<file path="config.mk">
export PLATFORM = sky130hd
export DESIGN_NAME = edf_task_scheduler_flat
export DESIGN_NICKNAME = d
export VERILOG_FILES = /design/src/hdl/edf_pkg.sv /design/src/hdl/edf_stream_if.sv /design/src/hdl/edf_ram.sv /design/src/hdl/edf_task_scheduler.sv /design/src/flat_wrapper.sv
export SDC_FILE = /design/constraint.sdc
export NUM_CORES = 1
export LEC_CHECK = 0
export BUFFER_PORTS_ARGS = -buffer_cell sky130_fd_sc_hd__buf_2
export CAP_MARGIN = 20
export CORE_AREA = 2 2 39 41
export DETAILED_ROUTE_END_ITERATION = 6
export DIE_AREA = 0 0 41 43
export PLACE_DENSITY = 0.67
export SLEW_MARGIN = 20
export SYNTH_ARGS = -nofsm -noshare
export SYNTH_HDL_FRONTEND = slang
export SYNTH_SLANG_ARGS = --single-unit
</file>
<file path="constraint.sdc">
create_clock -name clk -period 1.5 [get_ports clk]
set_clock_uncertainty 0.05 [all_clocks]
set_input_delay 0.075 -clock clk [delete_from_list [all_inputs] [get_ports clk]]
set_output_delay 0.075 -clock clk [all_outputs]
set_load 0.01 [all_outputs]
</file>
<file path="src/hdl/edf_pkg.sv">
`timescale 1ns / 1ps
// ----------------------------------------------------------------------------
// EDF scheduler package
// Request/response payload types and the codes shared by the scheduler files.
// ----------------------------------------------------------------------------
package edf_pkg;

  localparam int TIME_W  = 32;
  localparam int STAMP_W = 16;
  localparam int ID_W    = 4;
  localparam int KIND_W  = 3;
  localparam int STAT_W  = 2;
  localparam int PLACE_W = 2;

  // Request kinds
  localparam logic [KIND_W-1:0] KIND_CREATE       = 3'd0;
  localparam logic [KIND_W-1:0] KIND_TERMINATE    = 3'd1;
  localparam logic [KIND_W-1:0] KIND_SLEEP        = 3'd2;
  localparam logic [KIND_W-1:0] KIND_SET_DEADLINE = 3'd3;
  localparam logic [KIND_W-1:0] KIND_TICK         = 3'd4;
  localparam logic [KIND_W-1:0] KIND_BLOCK        = 3'd5;
  localparam logic [KIND_W-1:0] KIND_WAKE         = 3'd6;

  // Response status
  localparam logic [STAT_W-1:0] STATUS_OK      = 2'd0;
  localparam logic [STAT_W-1:0] STATUS_NO_SLOT = 2'd1;
  localparam logic [STAT_W-1:0] STATUS_NOT_APP = 2'd2;

  // List membership of a slot
  localparam logic [PLACE_W-1:0] PLACE_FREE  = 2'd0;
  localparam logic [PLACE_W-1:0] PLACE_READY = 2'd1;
  localparam logic [PLACE_W-1:0] PLACE_SLEEP = 2'd2;
  localparam logic [PLACE_W-1:0] PLACE_WAIT  = 2'd3;

  localparam logic [TIME_W-1:0]  IDLE_DEADLINE = '1;
  localparam logic [STAMP_W-1:0] STAMP_RESET   = 16'd1;

  typedef struct packed {
    logic [KIND_W-1:0] kind;
    logic [TIME_W-1:0] deadline_value;
    logic [TIME_W-1:0] sleep_ticks;
    logic [ID_W-1:0]   task_id;
  } req_t;

  typedef struct packed {
    logic [ID_W-1:0]   running_task;
    logic [ID_W-1:0]   new_task;
    logic [STAT_W-1:0] status;
    logic              deadline_passed;
    logic [TIME_W-1:0] tick_now;
  } rsp_t;

endpackage

</file>
<file path="src/hdl/edf_stream_if.sv">
`timescale 1ns / 1ps
// ----------------------------------------------------------------------------
// EDF stream interface
// Valid/ready channel carrying one payload of type T per request.
// ----------------------------------------------------------------------------
interface edf_stream_if #(parameter type T = logic) ();
  logic valid;
  logic ready;
  T     data;

  modport source (output valid, output data, input ready);
  modport sink   (input valid, input data, output ready);
endinterface

</file>
<file path="src/hdl/edf_ram.sv">
`timescale 1ns / 1ps
// ----------------------------------------------------------------------------
// EDF generic RAM
// One write port, one read port with registered read data.
// ----------------------------------------------------------------------------
module edf_ram #(
  parameter int WIDTH = 32,
  parameter int DEPTH = 16,
  localparam int ADDR_W = $clog2(DEPTH)
) (
  input  logic              clk,
  input  logic              we,
  input  logic [ADDR_W-1:0] waddr,
  input  logic [WIDTH-1:0]  wdata,
  input  logic [ADDR_W-1:0] raddr,
  output logic [WIDTH-1:0]  rdata
);

  logic [WIDTH-1:0] mem [DEPTH];

  always_ff @(posedge clk) begin
    if (we) begin
      mem[waddr] <= wdata;
    end
    rdata <= mem[raddr];
  end

endmodule

</file>
<file path="src/hdl/edf_task_scheduler.sv">
`timescale 1ns / 1ps
// ----------------------------------------------------------------------------
// EDF task scheduler
// Earliest-deadline-first scheduler over a table of task slots.
// ----------------------------------------------------------------------------
// One request at a time. Each request is served by a slot scan: one shared
// compare unit visits the task table one slot per cycle (the table RAM read
// is registered). A request costs one pass to find the running task, the
// S_EXEC state to apply the request, one pass to find the new running task
// and the S_DONE handoff. A tick also runs one pass over the sleeping list
// and one over the waiting list, plus one more pass and one S_REL write per
// task it makes ready. Slot 0 is the idle task and is never written; its
// deadline reads as all ones. The response register lets a finished result
// wait while the next request is taken.
module edf_task_scheduler #(
  parameter int MAX_TASKS = 16
) (
  input logic         clk,
  input logic         rst,
  edf_stream_if.sink   req,
  edf_stream_if.source rsp
);

  localparam int IDX_W = $clog2(MAX_TASKS);
  localparam int CNT_W = IDX_W + 1;

  localparam logic [2:0] S_IDLE = 3'd0;
  localparam logic [2:0] S_SCAN = 3'd1;
  localparam logic [2:0] S_EXEC = 3'd2;
  localparam logic [2:0] S_REL  = 3'd3;
  localparam logic [2:0] S_DONE = 3'd4;

  localparam logic [1:0] MODE_RUN   = 2'd0;
  localparam logic [1:0] MODE_SLEEP = 2'd1;
  localparam logic [1:0] MODE_WAIT  = 2'd2;

  localparam logic [CNT_W-1:0] CNT_END = CNT_W'(MAX_TASKS);

  // Control state
  logic [2:0]                     state;
  logic [CNT_W-1:0]               cnt;
  logic                           rd_vld;
  logic [1:0]                     mode;
  logic                           final_scan;
  logic [edf_pkg::TIME_W-1:0]     tick_count;
  logic [edf_pkg::STAMP_W-1:0]    stamp_cnt;
  logic [edf_pkg::PLACE_W-1:0]    place [MAX_TASKS];
  logic                           rsp_valid;

  // Scan and request payload
  logic [IDX_W-1:0]               rd_idx;
  logic                           found;
  logic [IDX_W-1:0]               best_idx;
  logic [edf_pkg::TIME_W-1:0]     best_dl;
  logic [edf_pkg::STAMP_W-1:0]    best_st;
  logic                           free_found;
  logic [IDX_W-1:0]               free_idx;
  edf_pkg::req_t                  req_r;
  logic [edf_pkg::STAT_W-1:0]     status_r;
  logic [IDX_W-1:0]               created;
  edf_pkg::rsp_t                  rsp_data;

  // Table RAMs
  logic [IDX_W-1:0]               wr_addr;
  logic                           we_dl, we_wk, we_st;
  logic [edf_pkg::TIME_W-1:0]     wd_dl, wd_wk;
  logic [edf_pkg::STAMP_W-1:0]    wd_st;
  logic [edf_pkg::TIME_W-1:0]     dl_q, wk_q;
  logic [edf_pkg::STAMP_W-1:0]    st_q;
  logic [IDX_W-1:0]               rd_addr;

  assign rd_addr = cnt[IDX_W-1:0];

  edf_ram #(.WIDTH(edf_pkg::TIME_W), .DEPTH(MAX_TASKS)) u_dl_ram (
    .clk(clk), .we(we_dl), .waddr(wr_addr), .wdata(wd_dl), .raddr(rd_addr), .rdata(dl_q)
  );

  edf_ram #(.WIDTH(edf_pkg::TIME_W), .DEPTH(MAX_TASKS)) u_wk_ram (
    .clk(clk), .we(we_wk), .waddr(wr_addr), .wdata(wd_wk), .raddr(rd_addr), .rdata(wk_q)
  );

  edf_ram #(.WIDTH(edf_pkg::STAMP_W), .DEPTH(MAX_TASKS)) u_st_ram (
    .clk(clk), .we(we_st), .waddr(wr_addr), .wdata(wd_st), .raddr(rd_addr), .rdata(st_q)
  );

  // Shared compare unit: filter and list order of the slot under scan
  logic [edf_pkg::TIME_W-1:0]  cand_dl;
  logic [edf_pkg::STAMP_W-1:0] cand_st;
  logic [edf_pkg::PLACE_W-1:0] cand_place;
  logic                        cand_ok;
  logic                        cand_first;
  logic                        take;
  logic                        found_now;

  always_comb begin
    cand_dl    = (rd_idx == '0) ? edf_pkg::IDLE_DEADLINE : dl_q;
    cand_st    = (rd_idx == '0) ? '0 : st_q;
    cand_place = place[rd_idx];
    unique case (mode)
      MODE_RUN:   cand_ok = (cand_place == edf_pkg::PLACE_READY);
      MODE_SLEEP: cand_ok = (cand_place == edf_pkg::PLACE_SLEEP) &&
                            ((tick_count >= wk_q) || (tick_count >= cand_dl));
      MODE_WAIT:  cand_ok = (cand_place == edf_pkg::PLACE_WAIT) &&
                            (tick_count >= cand_dl);
      default:    cand_ok = 1'b0;
    endcase
    cand_first = (cand_dl < best_dl) || ((cand_dl == best_dl) && (cand_st > best_st));
    take       = rd_vld && cand_ok && (!found || cand_first);
    found_now  = found || take;
  end

  // Request decode helpers
  logic                 run_idle;
  logic [IDX_W+3:0]     tid_ext;
  logic [IDX_W-1:0]     tid_idx;
  logic                 wake_ok;
  logic [IDX_W+3:0]     run_ext;
  logic [IDX_W+3:0]     new_ext;

  always_comb begin
    run_idle = (best_idx == '0);
    tid_ext  = {{IDX_W{1'b0}}, req_r.task_id};
    tid_idx  = tid_ext[IDX_W-1:0];
    wake_ok  = (32'(req_r.task_id) < 32'(MAX_TASKS)) &&
               (place[tid_idx] == edf_pkg::PLACE_WAIT);
    run_ext  = {4'b0, best_idx};
    new_ext  = {4'b0, created};
  end

  // Table write port
  always_comb begin
    wr_addr = best_idx;
    we_dl   = 1'b0;
    we_wk   = 1'b0;
    we_st   = 1'b0;
    wd_dl   = req_r.deadline_value;
    wd_wk   = tick_count + req_r.sleep_ticks;
    wd_st   = stamp_cnt;
    if (state == S_EXEC) begin
      unique case (req_r.kind)
        edf_pkg::KIND_CREATE: begin
          wr_addr = free_idx;
          wd_wk   = '0;
          we_dl   = free_found;
          we_wk   = free_found;
          we_st   = free_found;
        end
        edf_pkg::KIND_SLEEP: begin
          we_wk = !run_idle;
          we_st = !run_idle;
        end
        edf_pkg::KIND_SET_DEADLINE: begin
          we_dl = !run_idle;
          we_st = !run_idle;
        end
        edf_pkg::KIND_BLOCK: begin
          we_st = !run_idle;
        end
        edf_pkg::KIND_WAKE: begin
          wr_addr = tid_idx;
          we_st   = wake_ok;
        end
        default: begin
        end
      endcase
    end else if (state == S_REL) begin
      we_st = 1'b1;
    end
  end

  assign req.ready = (state == S_IDLE);
  assign rsp.valid = rsp_valid;
  assign rsp.data  = rsp_data;

  // Sequencer
  always_ff @(posedge clk) begin
    if (rst) begin
      state      <= S_IDLE;
      cnt        <= '0;
      rd_vld     <= 1'b0;
      mode       <= MODE_RUN;
      final_scan <= 1'b0;
      tick_count <= '0;
      stamp_cnt  <= edf_pkg::STAMP_RESET;
      rsp_valid  <= 1'b0;
      for (int i = 0; i < MAX_TASKS; i++) begin
        place[i] <= (i == 0) ? edf_pkg::PLACE_READY : edf_pkg::PLACE_FREE;
      end
    end else begin
      if (rsp_valid && rsp.ready) begin
        rsp_valid <= 1'b0;
      end
      unique case (state)
        S_IDLE: begin
          if (req.valid) begin
            req_r      <= req.data;
            status_r   <= edf_pkg::STATUS_OK;
            created    <= '0;
            free_found <= 1'b0;
            cnt        <= '0;
            rd_vld     <= 1'b0;
            found      <= 1'b0;
            mode       <= MODE_RUN;
            final_scan <= 1'b0;
            state      <= S_SCAN;
          end
        end

        // one slot per cycle; the RAM data follows its address in the next cycle
        S_SCAN: begin
          if (cnt != CNT_END) begin
            cnt <= cnt + 1'b1;
          end
          rd_vld <= (cnt < CNT_END);
          rd_idx <= rd_addr;
          if (take) begin
            found    <= 1'b1;
            best_idx <= rd_idx;
            best_dl  <= cand_dl;
            best_st  <= cand_st;
          end
          // lowest free slot above the idle task, noted on the first pass
          if (rd_vld && (mode == MODE_RUN) && !final_scan && !free_found &&
              (rd_idx != '0) && (cand_place == edf_pkg::PLACE_FREE)) begin
            free_found <= 1'b1;
            free_idx   <= rd_idx;
          end
          if (cnt == CNT_END) begin
            unique case (mode)
              MODE_RUN: begin
                state <= final_scan ? S_DONE : S_EXEC;
              end
              MODE_SLEEP: begin
                if (found_now) begin
                  state <= S_REL;
                end else begin
                  cnt    <= '0;
                  rd_vld <= 1'b0;
                  found  <= 1'b0;
                  mode   <= MODE_WAIT;
                end
              end
              default: begin
                if (found_now) begin
                  state <= S_REL;
                end else begin
                  cnt        <= '0;
                  rd_vld     <= 1'b0;
                  found      <= 1'b0;
                  mode       <= MODE_RUN;
                  final_scan <= 1'b1;
                end
              end
            endcase
          end
        end

        // apply the request to the running task, the free slot or the named slot
        S_EXEC: begin
          unique case (req_r.kind)
            edf_pkg::KIND_CREATE: begin
              if (free_found) begin
                place[free_idx] <= edf_pkg::PLACE_READY;
                stamp_cnt       <= stamp_cnt + 1'b1;
                created         <= free_idx;
              end else begin
                status_r <= edf_pkg::STATUS_NO_SLOT;
              end
            end
            edf_pkg::KIND_TERMINATE: begin
              if (run_idle) status_r <= edf_pkg::STATUS_NOT_APP;
              else place[best_idx] <= edf_pkg::PLACE_FREE;
            end
            edf_pkg::KIND_SLEEP: begin
              if (run_idle) begin
                status_r <= edf_pkg::STATUS_NOT_APP;
              end else begin
                place[best_idx] <= edf_pkg::PLACE_SLEEP;
                stamp_cnt       <= stamp_cnt + 1'b1;
              end
            end
            edf_pkg::KIND_SET_DEADLINE: begin
              if (run_idle) begin
                status_r <= edf_pkg::STATUS_NOT_APP;
              end else begin
                place[best_idx] <= edf_pkg::PLACE_READY;
                stamp_cnt       <= stamp_cnt + 1'b1;
              end
            end
            edf_pkg::KIND_TICK: begin
              tick_count <= tick_count + 1'b1;
            end
            edf_pkg::KIND_BLOCK: begin
              if (run_idle) begin
                status_r <= edf_pkg::STATUS_NOT_APP;
              end else begin
                place[best_idx] <= edf_pkg::PLACE_WAIT;
                stamp_cnt       <= stamp_cnt + 1'b1;
              end
            end
            edf_pkg::KIND_WAKE: begin
              if (wake_ok) begin
                place[tid_idx] <= edf_pkg::PLACE_READY;
                stamp_cnt      <= stamp_cnt + 1'b1;
              end else begin
                status_r <= edf_pkg::STATUS_NOT_APP;
              end
            end
            default: begin
              status_r <= edf_pkg::STATUS_NOT_APP;
            end
          endcase
          // a tick goes on to release sleepers, the rest to the final pass
          cnt        <= '0;
          rd_vld     <= 1'b0;
          found      <= 1'b0;
          mode       <= (req_r.kind == edf_pkg::KIND_TICK) ? MODE_SLEEP : MODE_RUN;
          final_scan <= (req_r.kind != edf_pkg::KIND_TICK);
          state      <= S_SCAN;
        end

        // move the first due task of the list to ready, then look again
        S_REL: begin
          place[best_idx] <= edf_pkg::PLACE_READY;
          stamp_cnt       <= stamp_cnt + 1'b1;
          cnt             <= '0;
          rd_vld          <= 1'b0;
          found           <= 1'b0;
          state           <= S_SCAN;
        end

        // hand the result to the response register
        S_DONE: begin
          if (!rsp_valid || rsp.ready) begin
            rsp_data.running_task    <= run_ext[3:0];
            rsp_data.new_task        <= new_ext[3:0];
            rsp_data.status          <= status_r;
            rsp_data.deadline_passed <= (tick_count >= best_dl);
            rsp_data.tick_now        <= tick_count;
            rsp_valid                <= 1'b1;
            state                    <= S_IDLE;
          end
        end

        default: begin
          state <= S_IDLE;
        end
      endcase
    end
  end

endmodule
</file>
<file path="src/flat_wrapper.sv">
// flat-port wrapper written by rule: the top's interface ports become plain ports
module edf_task_scheduler_flat 
#(
  parameter int MAX_TASKS = 16
)
  (clk, rst, req_valid, req_data, req_ready, rsp_valid, rsp_data, rsp_ready);
  edf_stream_if req_i ();
  edf_stream_if rsp_i ();
  input logic clk;
  input logic rst;
  input wire logic [$bits(req_i.valid)-1:0] req_valid;
  input wire logic [$bits(req_i.data)-1:0] req_data;
  output wire logic [$bits(req_i.ready)-1:0] req_ready;
  output wire logic [$bits(rsp_i.valid)-1:0] rsp_valid;
  output wire logic [$bits(rsp_i.data)-1:0] rsp_data;
  input wire logic [$bits(rsp_i.ready)-1:0] rsp_ready;
  assign req_i.valid = req_valid;
  assign req_i.data = req_data;
  assign req_ready = req_i.ready;
  assign rsp_valid = rsp_i.valid;
  assign rsp_data = rsp_i.data;
  assign rsp_i.ready = rsp_ready;
  edf_task_scheduler #(.MAX_TASKS(MAX_TASKS)) u_core (.clk(clk), .rst(rst), .req(req_i), .rsp(rsp_i));
endmodule
</file>
==> flow_metrics.env <==
export IMPL_status="completed"
export IMPL_total_leakage_power_nw=0.275
export IMPL_hold_path_depth=3
export IMPL_netlist_area_leader_share_pct=34.7
export IMPL_cts_path_max_buffers=2
export IMPL_antennaDiodeCount=0
export IMPL_synth_async_reset_ratio_pct=0
export IMPL_synth_area_per_cell_um2=9.30
export IMPL_postSynthRegisterBits=10
export IMPL_clock_fmax_mhz=694
export IMPL_drt_pass1_iterations=4
export IMPL_postSynthCellCount=62
export IMPL_postSynthNetCount=69
export IMPL_pin_count=8
export IMPL_synth_xor_xnor_area_share_pct=0
export IMPL_synth_seq_area_share_pct=34.7
export IMPL_synth_top_area_cell="sky130_fd_sc_hd__dfxtp_1"
export IMPL_post_route_cells_drive_above_1_share_pct=40.3
export IMPL_cp_cell_sequence="inv_1, ha_2, and4bb_4, a311oi_2, buf_4, a311oi_2"
export IMPL_largest_net_degree_at_the_start_of_global_routing=15
export IMPL_critPathMaxStageDelay_ns=0.32
export IMPL_ys_types=30
export IMPL_port_buffers=5
export IMPL_post_cts_buffers=0
export IMPL_grt_remaining_overflow=0
export IMPL_tritoncts_num_buffers=3
export IMPL_die_area_um2=1760
export IMPL_crit_path_start_kind="flip-flop"
export IMPL_post_cts_hold_buffer_count=0
export IMPL_timing_hold_ws_ns=0.0291
export IMPL_reg2reg_depth=6
export IMPL_clk_transition_reported_paths_ns=0.08
export IMPL_min_delay_worst_endpoint="u_core.rsp.valid"
export IMPL_source_to_sink_clock_delay_at_the_later_pin_of_the_worst_skew_pair_ns=0.28
export IMPL_clockPowerShare_pct=40.1
export IMPL_power_switching_mw=0.172
export IMPL_period_share_pct=96.0
export IMPL_final_setup_viol_count=0
export IMPL_first_global_vias=481
export IMPL_groute_usage_overall_pct=17.4
export IMPL_required_ns=1.65
export IMPL_hold_path_startpoint="rsp_ready"
export IMPL_p_int_mw=0.474
export IMPL_final_nets=85
export IMPL_synth_compound_area_share_pct=21.9
export IMPL_floorplan_die_width_um=41
export IMPL_count_of_flip_flops_with_a_built_in_enable_after_synthesis=0
export IMPL_synth_top_family_by_area="simple AND/OR/NAND/NOR gates"
export IMPL_comb_power_share_pct=16.0
export IMPL_synth_area_leaders="sky130_fd_sc_hd__dfxtp_1 35%, sky130_fd_sc_hd__a311oi_1 4.6%, sky130_fd_sc_hd__ha_1 4.3%"
export IMPL_drt_iter0_drcs=5
export IMPL_cap_violations=0
export IMPL_synth_simple_gate_area_share_pct=28.2
export IMPL_path_class="flip-flop to flip-flop"
export IMPL_critical_path_peak_fanout=4
export IMPL_ys_warnings_count=0
export IMPL_floorplan_initialDensity_pct=41.7
export IMPL_r2r_end="u_core.cnt[4]"
export IMPL_cts_htree_levels=1
export IMPL_layout_cells_non_filler=93
export IMPL_dominantRegCellSynth="sky130_fd_sc_hd__dfxtp_1"
export IMPL_report_final_hold_viol_count=0
export IMPL_min_tclk_post_route_ns=1.44
export IMPL_height_of_the_die_um=43
export IMPL_synth_mux_area_fraction_pct=1.74
export IMPL_kind_of_end_point_of_the_critical_path="flip-flop"
export IMPL_power_density_nw_per_um2=872
export IMPL_antenna_violating_nets_post_route=0
export IMPL_mappedNetlistArea_um2=577
export IMPL_netSwitchingFraction_pct=26.6
export IMPL_seqPwrFrac_pct=43.9
export IMPL_critical_path_slowest_cell="sky130_fd_sc_hd__dfxtp_2"
export IMPL_regToRegStartpoint="u_core.cnt[1]"
export IMPL_post_drt_wl_per_cell_um=12.4
export IMPL_routed_via_count=510
export IMPL_drcViolationCount=0
export IMPL_cts_sinks=10
export IMPL_irDropWorstVdd_mv=0.462
export IMPL_cts_root_buffer_cell="sky130_fd_sc_hd__clkbuf_4"
export IMPL_cp_arrival_ns=1.59
export IMPL_place_congestion=0.866
export IMPL_flow_area_growth_from_synthesis_pct=28.4
export IMPL_synth_adder_area_share_pct=4.34
export IMPL_antenna_violations_before_repair=0
export IMPL_post_drt_via_cell_ratio=5.48
export IMPL_cts_repair_resizes=0
export IMPL_crit_path_frequent_cell="sky130_fd_sc_hd__a311oi_2"
export IMPL_detailedPlacementHpwl_um=815
export IMPL_worst_r2r_setup_slack_ns=0.06
export IMPL_placement_rows=14
export IMPL_placeableCoreArea_um2=1380
export IMPL_place_detailed_instances=89
export IMPL_cts_tree="done"
export IMPL_drt_total_wl_um=1150
export IMPL_wire_length_of_the_first_global_routing_pass_um=2010
export IMPL_min_path_type="input port to flip-flop"
export IMPL_slew_violations=0
[logic make-up after synthesis]
kind of cell | Yosys count
other | 1
muxes | 1
AOI/OAI and AO/OA | 15
DFF | 10
buffers and inverters | 9
adders and majority gates | 2
and+or+nand+nor | 24
[power by group through the flow]
stage               Sequential (mW)  Clock [mW]  Combinational, mW
floorplan                     0.285           0             0.0680
detailed placement            0.288           0             0.0976
CTS                           0.282       0.262             0.0978
global route                  0.284       0.269              0.115
global placement              0.288           0             0.0960
finish                        0.283       0.259              0.104
[critical path, delay by kind of cell (launching register included)]
kind,cells,cell delay (ns)
flip-flops,1,0.32
AO/OA/AOI/OAI,2,0.31
AND/OR/NAND/NOR,1,0.26
buffers and inverters,2,0.23
adder cells (fa/ha/maj),1,0.17
[synth_stat cells (2+ instances only)]
cell	count
sky130_fd_sc_hd__nor3_1	3
sky130_fd_sc_hd__o31ai_1	3
sky130_fd_sc_hd__a41oi_1	2
sky130_fd_sc_hd__nand3b_1	2
sky130_fd_sc_hd__inv_1	5
sky130_fd_sc_hd__nor2_1	3
sky130_fd_sc_hd__buf_4	2
sky130_fd_sc_hd__nand2b_1	2
sky130_fd_sc_hd__a21oi_1	2
sky130_fd_sc_hd__ha_1	2
sky130_fd_sc_hd__a311oi_1	3
sky130_fd_sc_hd__nand2_1	3
sky130_fd_sc_hd__dfxtp_1	10
sky130_fd_sc_hd__nand3_1	3
sky130_fd_sc_hd__nor2b_1	2
[state kept, by name, indices dropped and copies added, names as in the netlist]
name               count
u_core.cnt             5
u_core.final_scan      1
u_core.rsp.valid       1
u_core.state           3
[routing by layer]
metal / track usage [%] / vias to the layer above / routed length (um)
li1: - / 266 / -
met1: 22.1 / 234 / 580
met2: 23.4 / 5 / 486
met3: 3.14 / 5 / 30
met4: 16.0 / 0 / 51
met5: 0 / - / 0
[how the worst max path moves through the flow]
stage	endpoint	from	cells past startpoint	slack, ns
2_1_floorplan	u_core.cnt[3]	u_core.cnt[0]	5	0.03
3_3_place_gp	u_core.cnt[3]	u_core.cnt[0]	6	0.03
3_5_place_dp	u_core.cnt[2]	u_core.cnt[0]	6	0.03
4_1_cts	u_core.cnt[2]	u_core.cnt[0]	6	0.02
5_1_grt	u_core.cnt[4]	u_core.cnt[1]	6	-0.00009
6_report	u_core.cnt[4]	u_core.cnt[1]	6	0.06
[layout by cell type (no fill, tap or decap), drive strengths merged]
cell type and count:
nand2b 2, nor2b 2, dfxtp 10, or4b 1, and4bb 1, nand2 3
a21oi 2, nand3b 2, a41oi 2, a2111oi 1, a311oi 3, nand3 3
nor2 3, a211oi 1, conb 1, or4bb 1, nor3 3, a311o 1
o31ai 3, clkbuf 4, ha 2, o311ai 1, or3 1, inv 5
nor3b 2, a211o 1, buf 15, mux2i 1
[per-stage QoR]
stage                 TNS (ns)  power (mW)  instance area (um^2)  worst slack, ns  util, %
floorplan                    0       0.353                   583           0.0302        -
global placement             0       0.384                   673           0.0327     48.6
detailed placement           0       0.386                   673           0.0264     48.6
CTS                          0       0.642                   709           0.0170     51.3
global route        -0.0000906       0.668                   741       -0.0000906     53.5
finish                       0       0.646                   741           0.0593     53.5
[area by class of cell]
class	count	area, um^2
Clock buffer	4	36.3
Fill cell	131	643
Inverter	5	18.8
Multi-Input combinational cell	43	362
Sequential cell	10	204
Tap cell	16	20.0
Timing Repair Buffer	15	100
No activity file was read; power rests on OpenSTA's default activity.
